===== src/hw/rtl/gn3_pkg.sv =====
// Shared types, constants and field layout for the 3D gradient noise block.
package gn3_pkg;

    localparam int TABLE_SIZE_DEF = 256;

    localparam int COORD_W   = 32;
    localparam int GRAD_W    = 16;
    localparam int FRAC_W    = 16;
    localparam int PERM_W    = 8;
    localparam int TIDX_W    = 8;
    localparam int DOT_W     = 20;
    localparam int DIFF_W    = 21;
    localparam int NOISE_W   = 20;
    localparam int SUM_W     = 40;
    localparam int ACC_W     = 35;
    localparam int MUL_A_W   = 33;
    localparam int MUL_B_W   = 19;
    localparam int PROD_W    = MUL_A_W + MUL_B_W;
    localparam int POLY_W    = 18;
    localparam int SHIFT_W   = 4;

    localparam int FADE_THREE = 3 * (2 ** FRAC_W);
    localparam int OUT_MAX    = 524287;
    localparam int OUT_MIN    = -524288;

    localparam int IN_DATA_W  = 160;
    localparam int IN_USER_W  = 2;
    localparam int OUT_DATA_W = 24;

    localparam int TIDX_OFS = 0;
    localparam int PERM_OFS = 8;
    localparam int GX_OFS   = 16;
    localparam int GY_OFS   = 32;
    localparam int GZ_OFS   = 48;
    localparam int CX_OFS   = 64;
    localparam int CY_OFS   = 96;
    localparam int CZ_OFS   = 128;

    localparam logic [2:0] PERM_LAST  = 3'd6;
    localparam logic [2:0] FADE_LAST  = 3'd5;
    localparam logic [2:0] DOT_LAST   = 3'd3;
    localparam logic [2:0] LERP_LAST  = 3'd1;
    localparam logic [2:0] LAST_CORNER = 3'd7;
    localparam logic [1:0] TOP_LEVEL  = 2'd2;

    localparam logic CFG_TURB = 1'b0;
    localparam logic CFG_TOP  = 1'b1;

    typedef enum logic [1:0] {
        OP_LOAD_PERM = 2'd0,
        OP_LOAD_GRAD = 2'd1,
        OP_EVAL      = 2'd2
    } op_t;

    typedef enum logic [3:0] {
        CMD_IDLE,
        CMD_START,
        CMD_SPLIT,
        CMD_PERM,
        CMD_FADE,
        CMD_GADDR,
        CMD_DOT,
        CMD_LERP,
        CMD_ACC,
        CMD_OUT
    } cmd_op_t;

    typedef enum logic [3:0] {
        S_IDLE,
        S_SPLIT,
        S_PERM,
        S_FADE,
        S_GADDR,
        S_DOT,
        S_LERP,
        S_ACC,
        S_OUT
    } state_t;

    typedef struct packed {
        cmd_op_t    op;
        logic [2:0] step;
        logic [2:0] corner;
        logic [1:0] level;
        logic       perm_we;
        logic       grad_we;
    } ctrl_cmd_t;

    typedef struct packed {
        logic last_octave;
        logic out_free;
    } dp_status_t;

    typedef struct packed {
        logic               turb;
        logic [SHIFT_W-1:0] top;
    } cfg_t;

endpackage


===== src/hw/rtl/gn3_ctrl.sv =====
// Sequencing state machine for the 3D gradient noise block.
module gn3_ctrl
    import gn3_pkg::*;
(
    input  logic                 clk,
    input  logic                 rst_n,
    input  logic                 in_valid,
    input  logic [IN_USER_W-1:0] in_user,
    output logic                 in_ready,
    input  dp_status_t           status,
    output ctrl_cmd_t            cmd
);

    state_t     state_reg, state_next;
    logic [2:0] step_reg, step_next;
    logic [2:0] corner_reg, corner_next;
    logic [1:0] level_reg, level_next;
    logic       more_lerp;

    always_ff @(posedge clk or negedge rst_n)
    begin
        if (!rst_n)
        begin
            state_reg  <= S_IDLE;
            step_reg   <= '0;
            corner_reg <= '0;
            level_reg  <= '0;
        end
        else
        begin
            state_reg  <= state_next;
            step_reg   <= step_next;
            corner_reg <= corner_next;
            level_reg  <= level_next;
        end
    end

    always_comb
    begin
        unique case (level_reg)
            2'd0:    more_lerp = corner_reg[1];
            2'd1:    more_lerp = corner_reg[2];
            default: more_lerp = 1'b0;
        endcase
    end

    always_comb
    begin
        state_next  = state_reg;
        step_next   = step_reg;
        corner_next = corner_reg;
        level_next  = level_reg;
        unique case (state_reg)
            S_IDLE:
            begin
                if (in_valid && in_user == OP_EVAL)
                begin
                    state_next = S_SPLIT;
                end
            end
            S_SPLIT:
            begin
                state_next = S_PERM;
                step_next  = '0;
            end
            S_PERM:
            begin
                step_next = step_reg + 3'd1;
                if (step_reg == PERM_LAST)
                begin
                    state_next = S_FADE;
                    step_next  = '0;
                end
            end
            S_FADE:
            begin
                step_next = step_reg + 3'd1;
                if (step_reg == FADE_LAST)
                begin
                    state_next  = S_GADDR;
                    corner_next = '0;
                end
            end
            S_GADDR:
            begin
                state_next = S_DOT;
                step_next  = '0;
            end
            S_DOT:
            begin
                step_next = step_reg + 3'd1;
                if (step_reg == DOT_LAST)
                begin
                    step_next = '0;
                    if (corner_reg[0])
                    begin
                        state_next = S_LERP;
                        level_next = '0;
                    end
                    else
                    begin
                        state_next  = S_GADDR;
                        corner_next = corner_reg + 3'd1;
                    end
                end
            end
            S_LERP:
            begin
                step_next = step_reg + 3'd1;
                if (step_reg == LERP_LAST)
                begin
                    step_next = '0;
                    if (level_reg < TOP_LEVEL && more_lerp)
                    begin
                        level_next = level_reg + 2'd1;
                    end
                    else if (corner_reg == LAST_CORNER)
                    begin
                        state_next = S_ACC;
                    end
                    else
                    begin
                        state_next  = S_GADDR;
                        corner_next = corner_reg + 3'd1;
                    end
                end
            end
            S_ACC:
            begin
                state_next = status.last_octave ? S_OUT : S_SPLIT;
            end
            S_OUT:
            begin
                if (status.out_free)
                begin
                    state_next = S_IDLE;
                end
            end
            default:
            begin
                state_next = S_IDLE;
            end
        endcase
    end

    always_comb
    begin
        cmd         = '0;
        cmd.op      = CMD_IDLE;
        cmd.step    = step_reg;
        cmd.corner  = corner_reg;
        cmd.level   = level_reg;
        in_ready    = 1'b0;
        unique case (state_reg)
            S_IDLE:
            begin
                in_ready    = 1'b1;
                cmd.perm_we = in_valid && in_user == OP_LOAD_PERM;
                cmd.grad_we = in_valid && in_user == OP_LOAD_GRAD;
                if (in_valid && in_user == OP_EVAL)
                begin
                    cmd.op = CMD_START;
                end
            end
            S_SPLIT: cmd.op = CMD_SPLIT;
            S_PERM:  cmd.op = CMD_PERM;
            S_FADE:  cmd.op = CMD_FADE;
            S_GADDR: cmd.op = CMD_GADDR;
            S_DOT:   cmd.op = CMD_DOT;
            S_LERP:  cmd.op = CMD_LERP;
            S_ACC:   cmd.op = CMD_ACC;
            S_OUT:   cmd.op = status.out_free ? CMD_OUT : CMD_IDLE;
            default: cmd.op = CMD_IDLE;
        endcase
    end

endmodule


===== config.mk =====
export PLATFORM = sky130hd
export DESIGN_NAME = gn3_ctrl
export DESIGN_NICKNAME = d
export VERILOG_FILES = /design/src/hw/rtl/gn3_pkg.sv /design/src/hw/rtl/gn3_ctrl.sv
export SDC_FILE = /design/constraint.sdc
export NUM_CORES = 1
export LEC_CHECK = 0
export ABC_AREA = 1
export BUFFER_PORTS_ARGS = -buffer_cell sky130_fd_sc_hd__buf_2
export CORE_UTILIZATION = 50
export CTS_BUF_LIST = sky130_fd_sc_hd__clkbuf_4 sky130_fd_sc_hd__clkbuf_8
export CTS_CLUSTER_DIAMETER = 40
export DETAILED_ROUTE_END_ITERATION = 8
export PLACE_DENSITY = 0.73
export SLEW_MARGIN = 40
export SYNTH_ARGS = -nofsm -noshare
export SYNTH_HDL_FRONTEND = slang
export SYNTH_SLANG_ARGS = --single-unit

===== constraint.sdc =====
create_clock -name clk -period 1.8 [get_ports clk]
set_clock_uncertainty 0.1 [all_clocks]
set_input_delay 0.09 -clock clk [delete_from_list [all_inputs] [get_ports clk]]
set_output_delay 0.09 -clock clk [all_outputs]
set_load 0.01 [all_outputs]

; ---- After elaboration in Yosys (flattened, before gate mapping)
; Cells that the tools add are included.
[totals]
register_bits = 12
latch_bits = 0
ram_bits = 0
mem_bits_ro = 0
input_bits = 7
out_inout_bits = 15
word_cells = 84
n_memories = 0
[op_classes]
add_sub_neg = 3
multipliers = 0
n_div = 0
order_cmp = 1
n_eq_ne = 27
n_shift = 0
n_mux = 33
n_bitwise = 0
n_reduce_logical = 15
[op_table]
columns = op, count
row1 = $pmux 4 s9, 2
row2 = $mux 4, 9
row3 = $mux 3, 9
row4 = $ne 2x2->1 const B, 11
row5 = $eq 4x3->1 const B, 4
row6 = $pmux 3 s5, 1
row7 = $mux 2, 7
row8 = $reduce_and 7->1, 2
row9 = $eq 3x3->1 const B, 3
row10 = $pmux 3 s3, 1
row11 = $eq 4x2->1 const B, 2
row12 = $add 3x1->3 const B, 2
row13 = $reduce_and 6->1, 1
row14 = $reduce_and 5->1, 1
row15 = $reduce_bool 5->1, 1
row16 = $eq 2x1->1 const B, 2
row17 = $eq 4x1->1 const B, 1
row18 = $eq 4x4->1 const B, 1
row19 = $logic_and 1x1->1, 4
row20 = $logic_not 2->1, 2
row21 = $logic_not 4->1, 1
row22 = $pmux 2 s2, 1
row23 = $eq 3x1->1 const B, 1
row24 = $eq 3x2->1 const B, 1
row25 = other kinds (8), 9

; ---- Logic depth before layout (Yosys ltp)
; Gate-level depths: netlist of run 1.
[logic_depth]
depth_word = 6
depth_mapped = 10
mapped_depth_nobuf = 10

; ---- Worst setup path after synthesis of run 1
; Ideal clock, no wire load.
[synth_path]
kind = register to register
startpoint = register step_reg[0]
endpoint = register state_reg[2]
setup_time_ns = 0.124
arrival_ns = 1.363
t_required_ns = 1.576
setup_slack_ns = 0.214
path_stages_with_launch = 8
n_path_buf = 0
synth_period_minus_slack_ns = 1.586
cell_sequence = dfrtp_1 -> ha_1 -> ha_1 -> nand3b_2 -> nand2_1 -> nor2_2 -> nand3_1 -> nand2_1
[synth_via]
elab_chain_len = 3
word_cells_on_any_way = 9
classes_between = eq/ne: 8 / reduce/logical: 1
[synth_lines]
columns = item, line
row1 = start: declaration, gn3_ctrl.sv:15  ; logic [2:0] step_reg, step_next;
row2 = start signal: assignment, gn3_ctrl.sv:32  ; step_reg <= step_next;
row3 = $eq 3x3->1 (tied with other cells), gn3_ctrl.sv:78  ; if (step_reg == FADE_LAST)
row4 = $ne 2x2->1 (no line), --
row5 = $reduce_and 7->1 (no line) (*), --
row6 = end signal: assignment, gn3_ctrl.sv:31  ; state_reg <= state_next;
row7 = end: declaration, gn3_ctrl.sv:14  ; state_t state_reg, state_next;
; Mark *: on every way between the ends. The rest lies on a longest branch, timed or not.
; A chain may end at the register's enable or synchronous reset.

==> out/metrics.cfg, run 1 <==
[outcome]
outcome=completed

[timing]
finalSetupViolations=0
slew-limit-headroom_pct=73.6
period_minus_slack_ps=1720
fin_crit_sh_pct=95.6
hold_ws_ps=24.8
max_freq_ghz=0.581
rsz0062_at_grt=true
drv_slew=0
worst_pin_slew_ps=392
hold_viol=0

[yosys]
synth_cell_types=25
yosys_warnings=0
synth_largest_area_cell=dfrtp_1
yosys-top-cells-count=nand2_1, inv_1, nand3_1
seq_area_frac_synth_pct=27.1
synth.avg_cell_area_um2=6.57
synth_seq_cells=12
syn_nets=186
syn-cell-area_um2=1110
yosysMostFrequentCell=nand2_1
synth-async-reset-ratio_pct=100
synthFlopType=dfrtp_1
synth_top_area_share_pct=27.1
ys_top_cells_by_area=dfrtp_1, nand2_1, ha_1
synth_edf_count=0
syn_inst=169

[routing]
via_count=1227
drc=0
detail_route.vias_per_cell=5.41
antenna_left=0
drtIter0Drc=34
wire_per_inst_um=12.4
wl_um=2820
drt-pass1-iter-count=4

[cells_and_area]
n_antenna_cell=0
final_core_util_pct=66.9
drive_gt1_share_pct=24.0
areaGrowthSynthToFinish_pct=21.9
largest_reg_flops=4
fillers=198
final_net_count=218

[power_and_ir_drop]
p_sw_share_pct=52.1
pwr-share-clk_pct=12.3
power_mw=1.88
p_seq_share_pct=24.2
combPwrFrac_pct=63.5
p_int_mw=0.903
power.net_switching_mw=0.981
ir_drop_v=0.000928
powerDensity_nw_per_um2=1390
p_leak_nw=0.786

[clock_tree]
clk_pin_slew_ps=90
root_buffer=clkbuf_4
cts_max_level=1
cts_buffers=3
cts_max_path_buffers=2
cts_tree=built
post-cts-setup-buffers=0
clk_latency_ps=290
cts_sinks=12

[floorplan]
core_um2=2020
die_w_um=49.1
start_util_pct=54.9
pin_count=22
dieArea_um2=2410
rows=16
die_h_um=49.1

[grt]
top_usage_layer=met2
grt_max_degree=13
grt-ovfl-total=0
antenna_found_initial=0
met1_usage_pct=33.3
track_usage_pct=25.3
use_met3_pct=3.74
use_met2_pct=42.2
grt_pass1_vias=1120
grt_pass1_wl_um=4660

[setup_path]
path_delay_family=flip-flops
crit_slowest_cell=dfrtp_1
cp_data_required_time_ps=1610
r2r-end=level_reg[0]$_DFFE_PN0P_
cpPeakStageDelay_ps=460
worstReg2RegStart=step_reg[0]$_DFFE_PN0P_
worst-path-buf-inv=2
worstPathMaxFanout=6
cp_cell_sequence=inv_1, nand2_2, nor2_4, a21oi_1, o2111ai_1, buf_2
r2r_cells=8
crit_type=reg -> out
reg2reg_setup_slack_ps=100
start_kind=register
end_kind=output pin
cp.arrival_ps=1530

[hold_path]
min_path_type=in -> reg
min_path_cells=3
whs_endpoint=state_reg[3]$_DFFE_PN0P_
min-delay-start=status[0]

[placed_design]
io_buffers=21
gp_congestion=0.870
place_hpwl_um=2260

[flow_run]
drv_cap=0

[layout make-up]
type	instances	area, um2	share of cell area (%)
inverter	24	90.1	6.66
tap	27	33.8	2.50
sequential	12	302	22.3
timing repair buffer	28	163	12.0
multi-input combinational	132	728	53.8
clock buffer	4	36.3	2.68
[metrics by stage]
stage / worst slack [ps] / instances / TNS, ps / area [um2]
finish: 78.7 / 227 / 0 / 1350
global route: -1.05 / 227 / -1.05 / 1350
global placement: 176 / 221 / 0 / 1270
floorplan: 214 / 169 / 0 / 1110
CTS: 17.0 / 227 / 0 / 1330
detailed placement: 125 / 221 / 0 / 1270
[routing by layer]
metal  up-vias  wire length [um]
li1        609                 -
met1       578              1280
met2        35              1350
met3         5               156
met4         0                28
met5         -                 0
[placed cells by master (no fill, tap or decap), types with 3 or more instances in the layout]
master and count:
nand4_1 5, dfrtp_1 11, inv_1 22, nor2_4 4
nand3_1 21, buf_4 5, nor2_2 5, nand2_2 4
clkbuf_4 3, a21oi_1 4, nand2_1 51, o21ai_0 4
ha_1 10, nor2_1 12, buf_2 21
[cell families after synthesis]
group                      synth area share (%)
DFF                                        27.1
and+or+nand+nor                            45.0
AOI/OAI and AO/OA                          7.55
adders and majority gates                  11.3
buffers and inverters                      9.13
[power groups by stage]
stage | clock network, mW | registers (mW) | logic, mW
after global placement | 0 | 0.439 | 1.13
after detailed placement | 0 | 0.446 | 1.16
final | 0.232 | 0.455 | 1.20
after floorplan | 0 | 0.460 | 0.789
after CTS | 0.229 | 0.443 | 1.17
after global routing | 0.242 | 0.472 | 1.34
[what timing repair did]
item / in CTS / in global routing
cloned: 0 / 0
setup endpoints to repair: 2 / 7
hold buffers: 2 / 0
endpoints found under the hold margin: 13 / 0
resized for setup: 1 / 6
[worst reg2reg max path, delay by kind of cell, from the launching register on]
family	cells	cell delay [ps]
AOI/OAI and AO/OA	1	80
adders and majority gates	2	410
buffers and inverters	1	70
DFF	1	450
and+or+nand+nor	4	520
[worst max-delay path by stage]
stage                                  start                         to  cells after the start
detailed placement   step_reg[0]$_DFFE_PN0P_   level_reg[0]$_DFFE_PN0P_                      8
global route        state_reg[1]$_DFFE_PN0P_                    cmd[10]                      6
CTS                 state_reg[1]$_DFFE_PN0P_                    cmd[10]                      6
finish              state_reg[0]$_DFFE_PN0P_                    cmd[10]                      6
global placement     step_reg[0]$_DFFE_PN0P_  corner_reg[0]$_DFFE_PN0P_                      7
floorplan            step_reg[0]$_DFFE_PN0P_   state_reg[2]$_DFFE_PN0P_                      7
No activity file was read; power rests on OpenSTA's default activity.
==> inputs of run 2 (changes only) <==
--- a/config.mk
+++ b/config.mk
@@ -7,11 +7,13 @@
 export LEC_CHECK = 0
 export ABC_AREA = 1
 export BUFFER_PORTS_ARGS = -buffer_cell sky130_fd_sc_hd__buf_2
-export CORE_UTILIZATION = 50
+export CELL_PAD_IN_SITES_DETAIL_PLACEMENT = 0
+export CELL_PAD_IN_SITES_GLOBAL_PLACEMENT = 1
+export CORE_UTILIZATION = 39
 export CTS_BUF_LIST = sky130_fd_sc_hd__clkbuf_4 sky130_fd_sc_hd__clkbuf_8
 export CTS_CLUSTER_DIAMETER = 40
 export DETAILED_ROUTE_END_ITERATION = 8
-export PLACE_DENSITY = 0.73
+export PLACE_DENSITY_LB_ADDON = 0.1
 export SLEW_MARGIN = 40
 export SYNTH_ARGS = -nofsm -noshare
 export SYNTH_HDL_FRONTEND = slang
==> run 2 against run 1 <==
Worst setup slack improved by 28 ps. Wire length rose by 2.6%. Via count fell by 4.2%. Combinational power hardly changed. Clock power is 2% higher. Critical endpoint is now corner_reg[1]$_DFFE_PN0P_. Largest power group unchanged.
==> out/metrics.cfg, run 2 (synthesized netlist as in run 1, its figures left out) <==
[grt]
grt_max_degree=13  ; unchanged
use_met2_pct=30.6  ; -12 points
track_usage_pct=20.1  ; -5.2 points
grt_pass1_wl_um=4950  ; +6.1%
grt_pass1_vias=1095  ; -2.2%
antenna_found_initial=0  ; unchanged
top_usage_layer=met2
use_met3_pct=4.45  ; +0.71 points
grt-ovfl-total=0  ; unchanged
met1_usage_pct=28.6  ; -4.7 points

[setup_path]
crit_slowest_cell=dfrtp_2
cp.arrival_ps=1780  ; +250 ps
cp_cell_sequence=ha_1, ha_1, nand3b_2, and3_1, nand3_1, nand2_1
cpPeakStageDelay_ps=450  ; about the same
end_kind=register
crit_type=reg -> reg
worstPathMaxFanout=6  ; unchanged
cp_data_required_time_ps=1880  ; +270 ps
start_kind=register
crit_top_cell=ha_1

[placed_design]
gp_congestion=0.871  ; +0.18%
place_hpwl_um=2300  ; +2.0%
io_buffers=21  ; unchanged

[routing]
drc=0  ; unchanged
drtIter0Drc=44  ; +29%
drt-pass1-iter-count=4  ; unchanged
wire_per_inst_um=12.6  ; +1.7%
wl_um=2890  ; +2.6%
antenna_left=0  ; unchanged
via_count=1176  ; -4.2%
detail_route.vias_per_cell=5.14  ; -5.0%

[cells_and_area]
areaGrowthSynthToFinish_pct=21.5
most-common-layout-cells=nand2_1, inv_1, nand3_1, buf_2, nor2_1
final_common_cell=nand2_1
n_antenna_cell=0  ; unchanged
drive_gt1_share_pct=25.1  ; +1.1 points
final_net_count=217  ; -0.46%
largest_reg_flops=4  ; unchanged

[clock_tree]
cts_max_level=1  ; unchanged
cts_buffers=3  ; unchanged
clk_latency_ps=290  ; about the same
cts_max_path_buffers=2  ; unchanged
root_buffer=clkbuf_4
cts_tree=built
cts_sinks=12  ; unchanged
clk_pin_slew_ps=90  ; about the same

[power_and_ir_drop]
powerDensity_nw_per_um2=1380  ; -0.69%
power_mw=1.87  ; -0.96%
p_leak_nw=0.779  ; -0.97%
ir_drop_v=0.000804  ; -13%

[floorplan]
die_w_um=55.3  ; +13%
die_h_um=55.3  ; +13%
rows=18  ; +2
start_util_pct=42.9  ; -12 points
dieArea_um2=3060  ; +27%
pin_count=22  ; unchanged
core_um2=2590  ; +28%

[flow_run]
drv_cap=0  ; unchanged

[timing]
fin_crit_sh_pct=94.1  ; -1.6 points
worst_pin_slew_ps=412  ; +19.9 ps
period_minus_slack_ps=1690  ; -28.0 ps
hold_viol=0  ; unchanged
finalSetupViolations=0  ; unchanged
rsz0062_at_grt=false
slew-limit-headroom_pct=72.3  ; -1.3 points
tns_ps=0  ; unchanged
drv_slew=0  ; unchanged
max_freq_ghz=0.591  ; +1.7%

[outcome]
outcome=completed

[hold_path]
min_path_type=in -> reg

==> run 2: cell type report <==
| type | instances | area, um2 |
|---|---|---|
| tap | 30 | 37.5 |
| fill | 296 | 1240 |
| inverter | 24 | 90.1 |
| multi-input combinational | 132 | 727 |
| clock buffer | 4 | 36.3 |
| timing repair buffer | 27 | 155 |
| sequential | 12 | 303 |
==> run 2: metal layers <==
layer	share of wire, %	up-vias
li1	-	606
met1	51	539
met2	44	24
met3	3.6	7
met4	1.5	0
met5	0	-
==> run 2: path summary, 6_finish.rpt <==
check | cells after the start | slack [ps] | end | from
min in group asynchronous | 2 | 110 | state_reg[1]$_DFFE_PN0P_ | rst_n
max reg2reg | 6 | 110 | corner_reg[1]$_DFFE_PN0P_ | step_reg[0]$_DFFE_PN0P_
max in group asynchronous | 2 | 1220 | step_reg[0]$_DFFE_PN0P_ | rst_n
min reg2reg | 2 | 450 | corner_reg[2]$_DFFE_PN0P_ | corner_reg[2]$_DFFE_PN0P_
max | 6 | 110 | corner_reg[1]$_DFFE_PN0P_ | step_reg[0]$_DFFE_PN0P_
min | 3 | 30 | state_reg[3]$_DFFE_PN0P_ | status[0]
==> run 2: critical path, delay by kind of cell, from the launching register on <==
family / cells / cell delay, ps
AND/OR/NAND/NOR: 4 / 630
flip-flops: 1 / 450
adder cells (fa/ha/maj): 2 / 410
==> run 2: timing repair <==
action	CTS	global route
hold endpoints to repair	13	0
endpoints found under the setup margin	1	10
setup buffers	0	0
resized for setup	1	7
hold buffers	2	0
==> run 2: power breakdown <==
group	switching, mW	internal, mW
logic	0.753	0.424
registers	0.102	0.351
clock network	0.113	0.123
==> run 2: stage by stage <==
stage	setup slack (ps)	instance area (um2)	hold slack (ps)	cells	utilization (%)
finish	107	1350	29.0	229	52.1
global route	8.76	1350	48.2	229	52.1
CTS	65.4	1330	29.5	229	51.4
detailed placement	99.5	1270	-94.2	223	49.1
global placement	117	1270	-98.4	223	49.1
floorplan	214	1110	-306	169	-
==> inputs of run 3 (changes only) <==
--- a/config.mk
+++ b/config.mk
@@ -13,7 +13,7 @@
 export CTS_BUF_LIST = sky130_fd_sc_hd__clkbuf_4 sky130_fd_sc_hd__clkbuf_8
 export CTS_CLUSTER_DIAMETER = 40
 export DETAILED_ROUTE_END_ITERATION = 8
-export PLACE_DENSITY_LB_ADDON = 0.1
+export PLACE_DENSITY = 0.84
 export SLEW_MARGIN = 40
 export SYNTH_ARGS = -nofsm -noshare
 export SYNTH_HDL_FRONTEND = slang
==> run 3 against run 2 <==
Flip-flop and latch count stayed put. Clock power decreased by 4%. Total power increased by 1.5%. Global-route usage grew 0.12 points. Wire length up 0.73%. Non-clock buffer count increased by 2. Worst setup slack better by 12 ps. Critical endpoint is now level_reg[0]$_DFFE_PN0P_. Utilization rose by 0.82 points. Sequential power hardly changed. Register-to-register slack is essentially flat. Critical path type unchanged. Largest power group unchanged. Via count increased by 1.1%.
==> out/metrics.cfg, run 3 (synthesized netlist as in run 1, its figures left out) <==
[cells_and_area]
multi_input_area_um2=733  ; +0.86%
drive_gt1_share_pct=25.4  ; +0.25 points
final_common_cell=nand2_1
areaGrowthSynthToFinish_pct=23.4
n_antenna_cell=0  ; unchanged
final_net_count=219  ; +0.92%
most-common-layout-cells=nand2_1, inv_1, nand3_1, buf_2, nor2_1
final_area_um2=1370  ; +1.6%
largest_reg_flops=4  ; unchanged
fillers=268  ; -9.5%
ff_latch_area_um2=303  ; unchanged

[clock_tree]
clk_latency_ps=280  ; about the same
root_buffer=clkbuf_4
cts_max_path_buffers=2  ; unchanged
cts_tree=built
cts_buffers=3  ; unchanged
clk_pin_slew_ps=90  ; about the same
cts_sinks=12  ; unchanged
cts_max_level=1  ; unchanged

[floorplan]
die_w_um=55.3  ; unchanged
rows=18  ; unchanged
dieArea_um2=3060  ; unchanged
start_util_pct=42.9  ; unchanged
die_h_um=55.3  ; unchanged
core_um2=2590  ; unchanged
pin_count=22  ; unchanged

[grt]
grt_pass1_wl_um=5000  ; +1.1%
grt_max_degree=13  ; unchanged
track_usage_pct=20.2  ; +0.12 points
antenna_found_initial=0  ; unchanged
grt_pass1_vias=1149  ; +4.9%
grt-ovfl-total=0  ; unchanged

[setup_path]
worstPathMaxFanout=6  ; unchanged
end_kind=register
cp_data_required_time_ps=1920  ; +40 ps
cp.arrival_ps=1800  ; +20 ps
crit_type=reg -> reg
start_kind=register

[flow_run]
drv_cap=0  ; unchanged

[placed_design]
gp_congestion=0.879  ; +0.86%
place_hpwl_um=2320  ; +0.58%
dpl-instance-area_um2=1290  ; +1.2%
io_buffers=21  ; unchanged

[timing]
hold_viol=0  ; unchanged
drv_slew=0  ; unchanged
hold_ws_ps=34.4  ; +5.36 ps
rsz0062_at_grt=false
tns_ps=0  ; unchanged
fin_crit_sh_pct=93.4  ; -0.69 points
period_minus_slack_ps=1680  ; -12.4 ps
worst_pin_slew_ps=331  ; -81.0 ps
finalSetupViolations=0  ; unchanged
slew-limit-headroom_pct=77.9  ; +5.6 points
max_freq_ghz=0.595  ; +0.73%

[routing]
drtIter0Drc=17  ; -61%
detail_route.vias_per_cell=5.15  ; +0.23%
wl_um=2910  ; +0.73%
wl_met3_um=102  ; -0.97%
wire_per_inst_um=12.6  ; -0.15%
met2WireLength_um=1440  ; +13%
top_layer_used=met4
met1_length_um=1350  ; -8.5%
antenna_left=0  ; unchanged
drt-pass1-iter-count=4  ; unchanged
via_count=1189  ; +1.1%
drc=0  ; unchanged

[outcome]
outcome=completed

[power_and_ir_drop]
p_leak_nw=0.792  ; +1.7%
powerDensity_nw_per_um2=1380  ; about the same
ir_drop_v=0.000891  ; +11%

[hold_path]
min_path_type=in -> reg

-- run 3: cell types whose count changed in the layout (fill, tap and decap cells not counted), sizes merged --
cell  before  now
buf       25   27
-- run 3: layout make-up --
type	instances	share of cell area, %
inverters	24	6.58
multi-input cells	132	53.5
well taps	30	2.74
flip-flops and latches	12	22.1
repair buffers	29	12.4
clock buffers	4	2.65
-- run 3: path summary, 6_finish.rpt --
kind                                            from                   endpoint  slack, ps  cells after the start
setup / recovery             step_reg[0]$_DFFE_PN0P_   level_reg[0]$_DFFE_PN0P_        120                      8
hold / removal                             status[0]   state_reg[3]$_DFFE_PN0P_         30                      3
setup reg to reg             step_reg[0]$_DFFE_PN0P_   level_reg[0]$_DFFE_PN0P_        120                      8
hold reg to reg            corner_reg[2]$_DFFE_PN0P_  corner_reg[2]$_DFFE_PN0P_        440                      2
max in group asynchronous                      rst_n    step_reg[1]$_DFFE_PN0P_       1200                      2
min in group asynchronous                      rst_n   state_reg[3]$_DFFE_PN0P_        130                      2
-- run 3: per-stage QoR --
stage	power, mW	worst slack, ps	util (%)	std cells
after floorplan	1.25	214	-	169
after global placement	1.60	171	49.7	225
after detailed placement	1.62	136	49.7	225
after CTS	1.86	46.6	51.9	231
after global routing	2.09	11.2	52.9	231
final	1.89	119	52.9	231
-- run 3: worst max-delay path, stage by stage (launching register included) --
cell and delay, ps:
dfrtp_1 440, ha_1 240, ha_1 170, nand3b_2 250
nand2_2 140, inv_1 70, nand2_1 80, o21ai_0 80
nand2_1 60
-- run 3: metal layers --
metal	up-vias	global-route usage, %
met4	0	7.86
met1	551	26.5
met5	-	0
li1	615	-
met2	21	33.7
met3	2	2.58
-- run 3: repair_timing --
| action | in CTS | in global routing |
|---|---|---|
| pin swaps | 0 | 0 |
| setup buffers | 0 | 0 |
| setup endpoints to repair | 2 | 6 |
| hold buffers | 2 | 0 |
| resized for setup | 1 | 8 |
| endpoints found under the hold margin | 13 | 0 |
-- run 3: power by group --
part | total (mW) | switching (mW) | internal (mW)
Clock | 0.227 | 0.104 | 0.123
Sequential | 0.454 | 0.104 | 0.350
Combinational | 1.21 | 0.766 | 0.447
Total | 1.89 | 0.974 | 0.920
